--- src/design/rqc_pkg.sv ---
package rqc_pkg;

    localparam int unsigned RQC_DEPTH = 128;

    localparam int ID_W   = 31;
    localparam int MODE_W = 2;
    localparam int STAT_W = 2;
    localparam int OCC_W  = 8;

    localparam logic [MODE_W-1:0] MODE_PUT    = 2'd0;
    localparam logic [MODE_W-1:0] MODE_GET    = 2'd1;
    localparam logic [MODE_W-1:0] MODE_CANCEL = 2'd2;

    localparam logic [STAT_W-1:0] ST_OK       = 2'd0;
    localparam logic [STAT_W-1:0] ST_FULL     = 2'd1;
    localparam logic [STAT_W-1:0] ST_EMPTY    = 2'd2;
    localparam logic [STAT_W-1:0] ST_NOTFOUND = 2'd3;

    typedef enum logic [1:0] {
        OP_PUT,
        OP_GET,
        OP_CANCEL,
        OP_NOP
    } t_op;

    typedef struct packed {
        logic [MODE_W-1:0] mode;
        logic [ID_W-1:0]   id;
    } t_in_item;

    typedef struct packed {
        logic [STAT_W-1:0] status;
        logic [ID_W-1:0]   id_out;
        logic [OCC_W-1:0]  occupancy;
    } t_out_item;

    typedef struct packed {
        t_op             op;
        logic [ID_W-1:0] id;
    } t_cmd;

endpackage

--- src/design/rqc_ram.sv ---
module rqc_ram #(
    parameter int WIDTH = 31,
    parameter int DEPTH = 128
) (
    input  logic                     i_clk,
    input  logic                     i_we,
    input  logic [$clog2(DEPTH)-1:0] i_waddr,
    input  logic [WIDTH-1:0]         i_wdata,
    input  logic [$clog2(DEPTH)-1:0] i_raddr,
    output logic [WIDTH-1:0]         o_rdata
);

    logic [WIDTH-1:0] r_mem [DEPTH];
    logic [WIDTH-1:0] r_rdata;

    always_ff @(posedge i_clk) begin
        if (i_we) begin
            r_mem[i_waddr] <= i_wdata;
        end
        r_rdata <= r_mem[i_raddr];
    end

    assign o_rdata = r_rdata;

endmodule

--- src/design/rqc_front.sv ---
module rqc_front
    import rqc_pkg::*;
(
    input  logic     i_clk,
    input  logic     i_rst_n,
    input  logic     i_valid,
    input  t_in_item i_item,
    output logic     o_stall,
    output logic     o_cmd_valid,
    output t_cmd     o_cmd,
    input  logic     i_cmd_pop
);

    t_cmd       r_q [2];
    logic       r_wp, n_wp;
    logic       r_rp, n_rp;
    logic [1:0] r_cnt, n_cnt;
    t_op        w_op;
    logic       w_push;
    logic       w_pop;

    always_comb begin
        case (i_item.mode)
            MODE_PUT:    w_op = OP_PUT;
            MODE_GET:    w_op = OP_GET;
            MODE_CANCEL: w_op = OP_CANCEL;
            default:     w_op = OP_NOP;
        endcase
    end

    assign o_stall     = (r_cnt == 2'd2);
    assign o_cmd_valid = (r_cnt != 2'd0);
    assign o_cmd       = r_q[r_rp];
    assign w_push      = i_valid && !o_stall;
    assign w_pop       = i_cmd_pop && o_cmd_valid;

    always_comb begin
        n_wp  = w_push ? ~r_wp : r_wp;
        n_rp  = w_pop ? ~r_rp : r_rp;
        n_cnt = r_cnt;
        if (w_push && !w_pop) begin
            n_cnt = r_cnt + 2'd1;
        end else if (!w_push && w_pop) begin
            n_cnt = r_cnt - 2'd1;
        end
    end

    always_ff @(posedge i_clk) begin
        if (!i_rst_n) begin
            r_wp  <= 1'b0;
            r_rp  <= 1'b0;
            r_cnt <= 2'd0;
        end else begin
            r_wp  <= n_wp;
            r_rp  <= n_rp;
            r_cnt <= n_cnt;
        end
    end

    always_ff @(posedge i_clk) begin
        if (w_push) begin
            r_q[r_wp] <= '{op: w_op, id: i_item.id};
        end
    end

endmodule

--- src/design/rqc_back.sv ---
module rqc_back
    import rqc_pkg::*;
#(
    parameter int DEPTH = RQC_DEPTH
) (
    input  logic      i_clk,
    input  logic      i_rst_n,
    input  logic      i_cmd_valid,
    input  t_cmd      i_cmd,
    output logic      o_cmd_pop,
    output logic      o_valid,
    output t_out_item o_item,
    input  logic      i_stall
);

    localparam int AW = $clog2(DEPTH);
    localparam int CW = $clog2(DEPTH + 1);

    typedef enum logic [3:0] {
        S_IDLE  = 4'b0001,
        S_GETRD = 4'b0010,
        S_SRCH  = 4'b0100,
        S_SHIFT = 4'b1000
    } t_state;

    function automatic logic [AW-1:0] f_next(input logic [AW-1:0] p);
        f_next = (p == AW'(DEPTH - 1)) ? '0 : p + AW'(1);
    endfunction

    function automatic logic [AW-1:0] f_prev(input logic [AW-1:0] p);
        f_prev = (p == '0) ? AW'(DEPTH - 1) : p - AW'(1);
    endfunction

    t_state          r_state, n_state;
    logic [AW-1:0]   r_head, n_head;
    logic [AW-1:0]   r_tail, n_tail;
    logic [CW-1:0]   r_count, n_count;
    logic [ID_W-1:0] r_id, n_id;
    logic [AW-1:0]   r_src, n_src;
    logic [AW-1:0]   r_dst, n_dst;
    logic [CW-1:0]   r_k, n_k;
    logic [CW-1:0]   r_ck, n_ck;
    logic            r_pend, n_pend;
    logic            r_out_valid, n_out_valid;
    t_out_item       r_out, n_out;

    logic            w_we;
    logic [AW-1:0]   w_waddr;
    logic [ID_W-1:0] w_wdata;
    logic [AW-1:0]   w_raddr;
    logic [ID_W-1:0] w_rdata;
    logic            w_out_free;
    logic [CW:0]     w_sum;
    logic [CW:0]     w_tail_exp;

    rqc_ram #(
        .WIDTH (ID_W),
        .DEPTH (DEPTH)
    ) u_ram (
        .i_clk   (i_clk),
        .i_we    (w_we),
        .i_waddr (w_waddr),
        .i_wdata (w_wdata),
        .i_raddr (w_raddr),
        .o_rdata (w_rdata)
    );

    assign w_out_free = !r_out_valid || !i_stall;

    always_comb begin
        n_state     = r_state;
        n_head      = r_head;
        n_tail      = r_tail;
        n_count     = r_count;
        n_id        = r_id;
        n_src       = r_src;
        n_dst       = r_dst;
        n_k         = r_k;
        n_ck        = r_ck;
        n_pend      = r_pend;
        n_out_valid = r_out_valid && i_stall;
        n_out       = r_out;
        w_we        = 1'b0;
        w_waddr     = r_tail;
        w_wdata     = r_id;
        w_raddr     = r_head;
        o_cmd_pop   = 1'b0;

        case (r_state)
            S_IDLE: begin
                if (i_cmd_valid && w_out_free) begin
                    o_cmd_pop = 1'b1;
                    n_id      = i_cmd.id;
                    n_out     = '{status: ST_OK, id_out: '0, occupancy: OCC_W'(r_count)};
                    case (i_cmd.op)
                        OP_PUT: begin
                            n_out_valid = 1'b1;
                            if (r_count == CW'(DEPTH)) begin
                                n_out.status = ST_FULL;
                            end else begin
                                w_we            = 1'b1;
                                w_waddr         = r_tail;
                                w_wdata         = i_cmd.id;
                                n_tail          = f_next(r_tail);
                                n_count         = r_count + CW'(1);
                                n_out.occupancy = OCC_W'(r_count + CW'(1));
                            end
                        end
                        OP_GET: begin
                            if (r_count == '0) begin
                                n_out_valid  = 1'b1;
                                n_out.status = ST_EMPTY;
                            end else begin
                                n_state = S_GETRD;
                            end
                        end
                        OP_CANCEL: begin
                            if (r_count == '0) begin
                                n_out_valid  = 1'b1;
                                n_out.status = ST_EMPTY;
                            end else begin
                                n_state = S_SRCH;
                                n_src   = r_head;
                                n_k     = '0;
                                n_pend  = 1'b0;
                            end
                        end
                        default: begin
                            n_out_valid = 1'b1;
                        end
                    endcase
                end
            end
            S_GETRD: begin
                n_out_valid = 1'b1;
                n_out       = '{status: ST_OK, id_out: w_rdata,
                                occupancy: OCC_W'(r_count - CW'(1))};
                n_head      = f_next(r_head);
                n_count     = r_count - CW'(1);
                n_state     = S_IDLE;
            end
            S_SRCH: begin
                w_raddr = r_src;
                n_pend  = 1'b0;
                if (r_k < r_count) begin
                    n_dst  = r_src;
                    n_ck   = r_k;
                    n_src  = f_next(r_src);
                    n_k    = r_k + CW'(1);
                    n_pend = 1'b1;
                end
                if (r_pend) begin
                    if (w_rdata == r_id) begin
                        n_state = S_SHIFT;
                        n_dst   = r_dst;
                        n_src   = f_next(r_dst);
                        n_k     = r_ck + CW'(1);
                        n_pend  = 1'b0;
                    end else if (r_ck == r_count - CW'(1)) begin
                        n_out_valid = 1'b1;
                        n_out       = '{status: ST_NOTFOUND, id_out: '0,
                                        occupancy: OCC_W'(r_count)};
                        n_state     = S_IDLE;
                        n_pend      = 1'b0;
                    end
                end
            end
            S_SHIFT: begin
                // read runs one slot ahead of the write that moves it toward head
                w_raddr = r_src;
                w_waddr = r_dst;
                w_wdata = w_rdata;
                n_pend  = 1'b0;
                if (r_pend) begin
                    w_we  = 1'b1;
                    n_dst = f_next(r_dst);
                end
                if (r_k < r_count) begin
                    n_src  = f_next(r_src);
                    n_k    = r_k + CW'(1);
                    n_pend = 1'b1;
                end else if (!r_pend) begin
                    n_tail      = f_prev(r_tail);
                    n_count     = r_count - CW'(1);
                    n_out_valid = 1'b1;
                    n_out       = '{status: ST_OK, id_out: '0,
                                    occupancy: OCC_W'(r_count - CW'(1))};
                    n_state     = S_IDLE;
                end
            end
            default: begin
                n_state = S_IDLE;
            end
        endcase
    end

    always_ff @(posedge i_clk) begin
        if (!i_rst_n) begin
            r_state     <= S_IDLE;
            r_head      <= '0;
            r_tail      <= '0;
            r_count     <= '0;
            r_k         <= '0;
            r_pend      <= 1'b0;
            r_out_valid <= 1'b0;
        end else begin
            r_state     <= n_state;
            r_head      <= n_head;
            r_tail      <= n_tail;
            r_count     <= n_count;
            r_k         <= n_k;
            r_pend      <= n_pend;
            r_out_valid <= n_out_valid;
        end
    end

    always_ff @(posedge i_clk) begin
        r_id  <= n_id;
        r_src <= n_src;
        r_dst <= n_dst;
        r_ck  <= n_ck;
        r_out <= n_out;
    end

    assign o_valid = r_out_valid;
    assign o_item  = r_out;

    assign w_sum      = (CW + 1)'(r_head) + (CW + 1)'(r_count);
    assign w_tail_exp = (w_sum >= (CW + 1)'(DEPTH)) ? w_sum - (CW + 1)'(DEPTH) : w_sum;

    a_count_max: assert property (@(posedge i_clk) disable iff (!i_rst_n)
        r_count <= CW'(DEPTH))
        else $error("entry count above depth");

    a_ring_consistent: assert property (@(posedge i_clk) disable iff (!i_rst_n)
        r_tail == AW'(w_tail_exp))
        else $error("tail does not match head plus count");

    a_idle_hold: assert property (@(posedge i_clk) disable iff (!i_rst_n)
        (r_state == S_IDLE && !o_cmd_pop) |=> (r_state == S_IDLE))
        else $error("left idle without taking a command");

    a_search_no_write: assert property (@(posedge i_clk) disable iff (!i_rst_n)
        (r_state == S_SRCH) |-> !w_we)
        else $error("ring written during search");

    a_emit_into_free_slot: assert property (@(posedge i_clk) disable iff (!i_rst_n)
        (r_out_valid && i_stall) |-> (r_state != S_GETRD && r_state != S_SHIFT))
        else $error("multi-cycle operation running while result is held");

endmodule

--- src/design/ring_queue_with_cancel_top.sv ---
// Ring FIFO of 31-bit ids with put, get and cancel-by-value. A 2-entry command
// queue decouples the input from execution; results leave through an output
// register. Put, get on empty, unused mode and the full and empty errors finish
// when the command is taken; get reads the head entry in a further state; cancel
// searches from the head and, on a match, moves each later entry one slot toward
// head to close the gap, then retracts tail, else reports not found. Execution is
// paced by the single read and single write port of the ring RAM.
module ring_queue_with_cancel_top
    import rqc_pkg::*;
#(
    parameter int DEPTH = RQC_DEPTH
) (
    input  logic      i_clk,
    input  logic      i_rst_n,
    input  logic      i_valid,
    input  t_in_item  i_item,
    output logic      o_stall,
    output logic      o_valid,
    output t_out_item o_item,
    input  logic      i_stall
);

    logic cmd_valid;
    t_cmd cmd;
    logic cmd_pop;

    rqc_front u_front (
        .i_clk       (i_clk),
        .i_rst_n     (i_rst_n),
        .i_valid     (i_valid),
        .i_item      (i_item),
        .o_stall     (o_stall),
        .o_cmd_valid (cmd_valid),
        .o_cmd       (cmd),
        .i_cmd_pop   (cmd_pop)
    );

    rqc_back #(
        .DEPTH (DEPTH)
    ) u_back (
        .i_clk       (i_clk),
        .i_rst_n     (i_rst_n),
        .i_cmd_valid (cmd_valid),
        .i_cmd       (cmd),
        .o_cmd_pop   (cmd_pop),
        .o_valid     (o_valid),
        .o_item      (o_item),
        .i_stall     (i_stall)
    );

endmodule

--- config.mk ---
export PLATFORM = sky130hd
export DESIGN_NAME = ring_queue_with_cancel_top
export DESIGN_NICKNAME = d
export VERILOG_FILES = /design/src/design/rqc_pkg.sv /design/src/design/rqc_ram.sv /design/src/design/rqc_front.sv /design/src/design/rqc_back.sv /design/src/design/ring_queue_with_cancel_top.sv
export SDC_FILE = /design/constraint.sdc
export NUM_CORES = 2
export LEC_CHECK = 0
export BUFFER_PORTS_ARGS = -buffer_cell sky130_fd_sc_hd__buf_2
export CAP_MARGIN = 20
export CORE_ASPECT_RATIO = 0.8
export CORE_MARGIN = 4
export CORE_UTILIZATION = 55
export DETAILED_ROUTE_END_ITERATION = 12
export PLACE_DENSITY_LB_ADDON = 0.05
export RECOVER_POWER = 100
export SYNTH_ARGS = -nofsm -noshare
export SYNTH_HDL_FRONTEND = slang
export SYNTH_SLANG_ARGS = --single-unit
--- constraint.sdc ---
create_clock -name i_clk -period 13.53 [get_ports i_clk]
set_input_delay 2.706 -clock i_clk [delete_from_list [all_inputs] [get_ports i_clk]]
set_output_delay 2.706 -clock i_clk [all_outputs]
set_load 0.1 [all_outputs]
==> metrics list <==
* Number of stages on the worst hold path: 2
* Clock skew after layout: around 0.057 ns
* Number of H-tree levels: 5
- Height of the chip: approximately 500 µm
- After layout, the worst path uses between 70% and 80% of the clock period.
- Clock transition at the register clock pins on the worst setup and hold paths after CTS: 0.06 ns
* Mean instance size in the synthesized netlist: approximately 18 µm²
* Vias: slightly above 90k
* Gates resized, CTS repair: 0
- CTS saw between 4k and 5k sinks.
* Net Sw Power: roughly 10 mW
- Port buffering added 79 buffers.
* Unrepaired setup endpoints after global routing: false
* Outcome: complete, but fails checks
- Area share of xor/xnor cells in the synthesized design: less than 1%
- Global routing used a little under a third of the available tracks across all layers.
- The floorplan step set the die width to between 600 and 700 µm.
* Total negative slack for setup checks: 0 ns
- # DRC: 0
- Across all register-to-register paths, the minimum setup slack is roughly 3.6 ns.
- After synthesis the cells add up to 0.1638 mm².
- In this run the most critical hold path is launched from u_front.r_cnt[1]$_SDFFE_PN0P_.
- Relative to the synthesized area, the layout overhead comes to 11.22%.
- The root buffer cell chosen for the clock tree is clkbuf_16.
* Mapped Nets: 9285
- Most frequent cells in the layout: 4128 x edfxtp_1, 854 x nand2_1, 486 x a21oi_1
- CTS tree: done
- The internal portion of the total power is between 20 and 25 mW.
- Most common cell after layout, fill and taps aside: edfxtp_1
* DRT Wirelength: slightly below 500 mm
- Of all nets on the critical path, the largest fanout is 34.
- The die covers between 0.3 and 0.4 mm².
- The checks that failed: capacitance limit, slew limit.
- The analysis attributes to cell leakage a power of between 50 and 60 nW.
- No sink is reached through more buffers than the 4 on the longest clock path.
* Part of the power in combinational logic: ~17%
- Before antenna repair, the detailed router went through 8 iterations.
- Share of the yosys chip area belonging to registers: about three quarters
- Dpl cell area: around 0.17 mm²
- Startpoint of the worst-slack reg-to-reg timing path: u_back.r_state[0]$_SDFFE_PN1P_
- Worst voltage drop across the vdd grid: ~230 µV
* Number of clock buffers inserted by TritonCTS: a little over 400
- Post-DP HPWL: approximately 300 mm
- In this run the remaining antenna-violating nets after routing total 0.
- Type of the worst setup path: primary input to flip-flop
- Area fraction in and, or, nand and nor cells after synthesis: under 10%
* Arrival @ worst endpoint: 10.85 ns
- Per report_power, the sequential group accounts for about 51% of the total.
- For the worst setup path, the data required time is 14.16 ns.
- Post-cts hold buffer count: 0
- Clock network fraction of total power: about a third
* Antenna violations before repair: 50
* Switching part of the total power: a little under a third
- Clock latency on the worst-skew pair, taken at its later pin, is ~0.95 ns.
* Fmax: 0.09786 GHz
* Post-synthesis instance total: 9226
- For this run, asynchronously set or reset flops after synthesis account for 0%.
* Via count of the first global-routing pass: about 85k
* Top_reg_cell synth: edfxtp_1
- Count of cells along the worst register-to-register path: 9
- Worst slack after detailed placement: around 5.9 ns
- The worst setup path is captured at a flip-flop.
- The number of pins with negative max-slew slack in the final report was between 3k and 4k.
* Total congestion overflow: 0
- Post-DR vias/cell: approximately 6.7
* Number of distinct library cell variants in the gate-level netlist after synthesis: 76
* I/O Pins: 80
- Flops & latches, synth: around 4.2k
- Mux contribution to synthesized area: 10.69%
- Net count reported at finish: around 9.4k
- Final min period: approximately 10 ns
- Measured against its own limit, the worst slew margin works out to -165.3%.
* Warnings, synthesis: 0
* Fraction of layout instances using a drive strength above 1: 16.33%
- The synthesized netlist devotes less than 1% of its cell area to adder and majority cells.
- Hold path endpoint: u_front.r_cnt[1]$_SDFFE_PN0P_
* Site Rows: around 180
- The total count of hold-check failures in the final report came to 0.
- The tool flagged a number of max-cap violations equal to just under 100.
* Cell area power density: about 190 mW/mm²
* Fraction of the mapped netlist area in compound gates: 5.677%
* Dominant combinational cell family by area after synthesis: multiplexers
* Path class of the lowest-slack min-delay path: flip-flop to flip-flop
* Endpoint of the worst register-to-register path: u_back.u_ram.r_mem[89][14]$_DFFE_PP_
- For this configuration, the core starts out at a cell density of around 55%.
- Once placement completed, the tool counted placed cells totaling between 10k and 15k.
* Transition at the pin with the smallest max-transition slack: between 3 and 4 ns
- Placer congestion estimate: 0.9199
- Largest net degree at the start of global routing: between 150 and 200
- Number of flops mapped to enable cells by yosys: 4128
* Wire length of the first global-routing pass: between 600 and 700 mm
* Final critical-path setup slack: roughly 3.3 ns
* Number of violations reported at the end of detailed-routing iteration 0: around 14k
- Non-Filler Cell Area, Final: roughly 0.18 mm²
- The core region is 0.2951 mm².
* Post-CTS setup buffer count: 0
* Number of setup violations in the final report: 0
* Launching element type of the critical path: primary input
- Leaving out filler cells and counting taps, the final layout contains 13.69k.
* Routed WL per cell: 36.00 µm
area by class of cell:
class                   count  area [µm²]
fillers                 21160      113000
repair buffers            311        2291
well taps                3960        4955
clock inverters           212        1939
inverters                  29       108.9
multi-input cells        4422       36570
flip-flops and latches   4200      125400
diodes                     34       85.08
clock buffers             522       10770
flip-flops by register name, indices dropped and copies added, names as in the netlist, named ones only:
| register | count |
|---|---|
| u_back.u_ram.r_mem | 3968 |
| u_front.r_q | 66 |
| u_back.o_item | 41 |
| u_back.r_id | 31 |
| u_back.u_ram.o_rdata | 31 |
| u_back.r_ck | 8 |
| u_back.r_count | 8 |
| u_back.r_k | 8 |
| u_back.r_dst | 7 |
| u_back.r_head | 7 |
| u_back.r_src | 7 |
| u_back.r_tail | 7 |
| u_back.r_state | 4 |
| u_front.r_cnt | 2 |
| u_back.o_valid | 1 |
| u_back.r_pend | 1 |
| u_front.r_rp | 1 |
| u_front.r_wp | 1 |
synth_stat cells (all sizes together), types with 11 or more instances:
cell,count,area (µm²)
nor2,181,698.2
nor2b,61,381.6
xor2,49,429.2
o21ai,333,1667
and3,22,137.6
a22oi,65,488.0
o22ai,129,807.0
a21oi,486,2432
a32oi,32,280.3
o31ai,11,82.58
buf,218,1294
nand3b,16,120.1
dfxtp,72,1441
a221o,32,320.3
inv,29,108.9
mux2,278,3131
nor4,80,513.0
a2111oi,61,534.3
nand2b,18,112.6
o22a,62,543.0
and2,35,219.0
mux2i,475,4755
nor3,20,100.1
nand4,159,994.7
nand2,861,3232
o21bai,30,225.2
a222oi,60,600.6
xnor2,24,210.2
mux4,427,9617
nand3,171,855.8
a211oi,15,117.6
and4b,30,300.3
o211ai,64,480.5
edfxtp,4128,124000
ha,22,275.3
clkbuf,357,1340
metrics by stage:
step	hold WS, ns	total power [mW]	util, %
3_3_place_gp	0.4970	23.66	57.56
3_5_place_dp	0.5174	23.87	57.64
6_report	0.5334	34.72	61.72
4_1_cts	0.5249	34.72	61.95
2_1_floorplan	0.4714	20.53	-
5_1_grt	0.5590	35.53	61.69
metal layers:
layer	track usage (%)	share of wire (%)	vias up
met5	0	0.015	-
met1	47.19	40	47510
met3	6.946	11	826
met4	12.00	4.5	12
li1	-	-	37400
met2	46.10	44	5317
critical path, cell delays in order:
cell	delay [ns]
clkbuf_1	0.20
and2_0	0.25
nor2_1	0.62
nand3_1	0.31
clkbuf_1	1.17
nand2_1	0.93
nand3_1	0.33
clkbuf_1	2.83
nor2_1	0.96
buf_12	0.46
cells by family after synthesis:
group                      count (synthesis)
AOI/OAI and AO/OA                       1462
adders and majority gates                 22
DFF                                     4200
buffers and inverters                    604
xor gates and xnor gates                  73
and+or+nand+nor                         1685
muxes                                   1180
how the worst max path moves through the flow:
stage	from	end	slack [ns]	cells past startpoint
5_1_grt	i_stall	u_back.u_ram.r_mem[45][29]$_DFFE_PP_	3.20	8
3_5_place_dp	i_stall	u_back.u_ram.r_mem[110][3]$_DFFE_PP_	5.90	8
3_3_place_gp	i_stall	u_back.u_ram.r_mem[108][9]$_DFFE_PP_	5.95	8
6_report	i_stall	u_back.u_ram.r_mem[91][12]$_DFFE_PP_	3.31	10
2_1_floorplan	i_stall	u_back.u_ram.r_mem[80][0]$_DFFE_PP_	5.62	6
4_1_cts	u_back.r_state[2]$_SDFFE_PN0P_	u_back.u_ram.o_rdata[17]$_DFF_P_	6.67	13
power groups by stage:
| stage | logic (mW) | registers (mW) | clock network, mW |
|---|---|---|---|
| finish | 6.06 | 17.6 | 11.0 |
| global route | 6.20 | 17.6 | 11.7 |
| CTS | 6.10 | 17.5 | 11.1 |
| detailed placement | 6.10 | 17.8 | 0 |
| global placement | 5.91 | 17.8 | 0 |
| floorplan | 2.25 | 18.3 | 0 |
(Power assumes the default switching activity.)
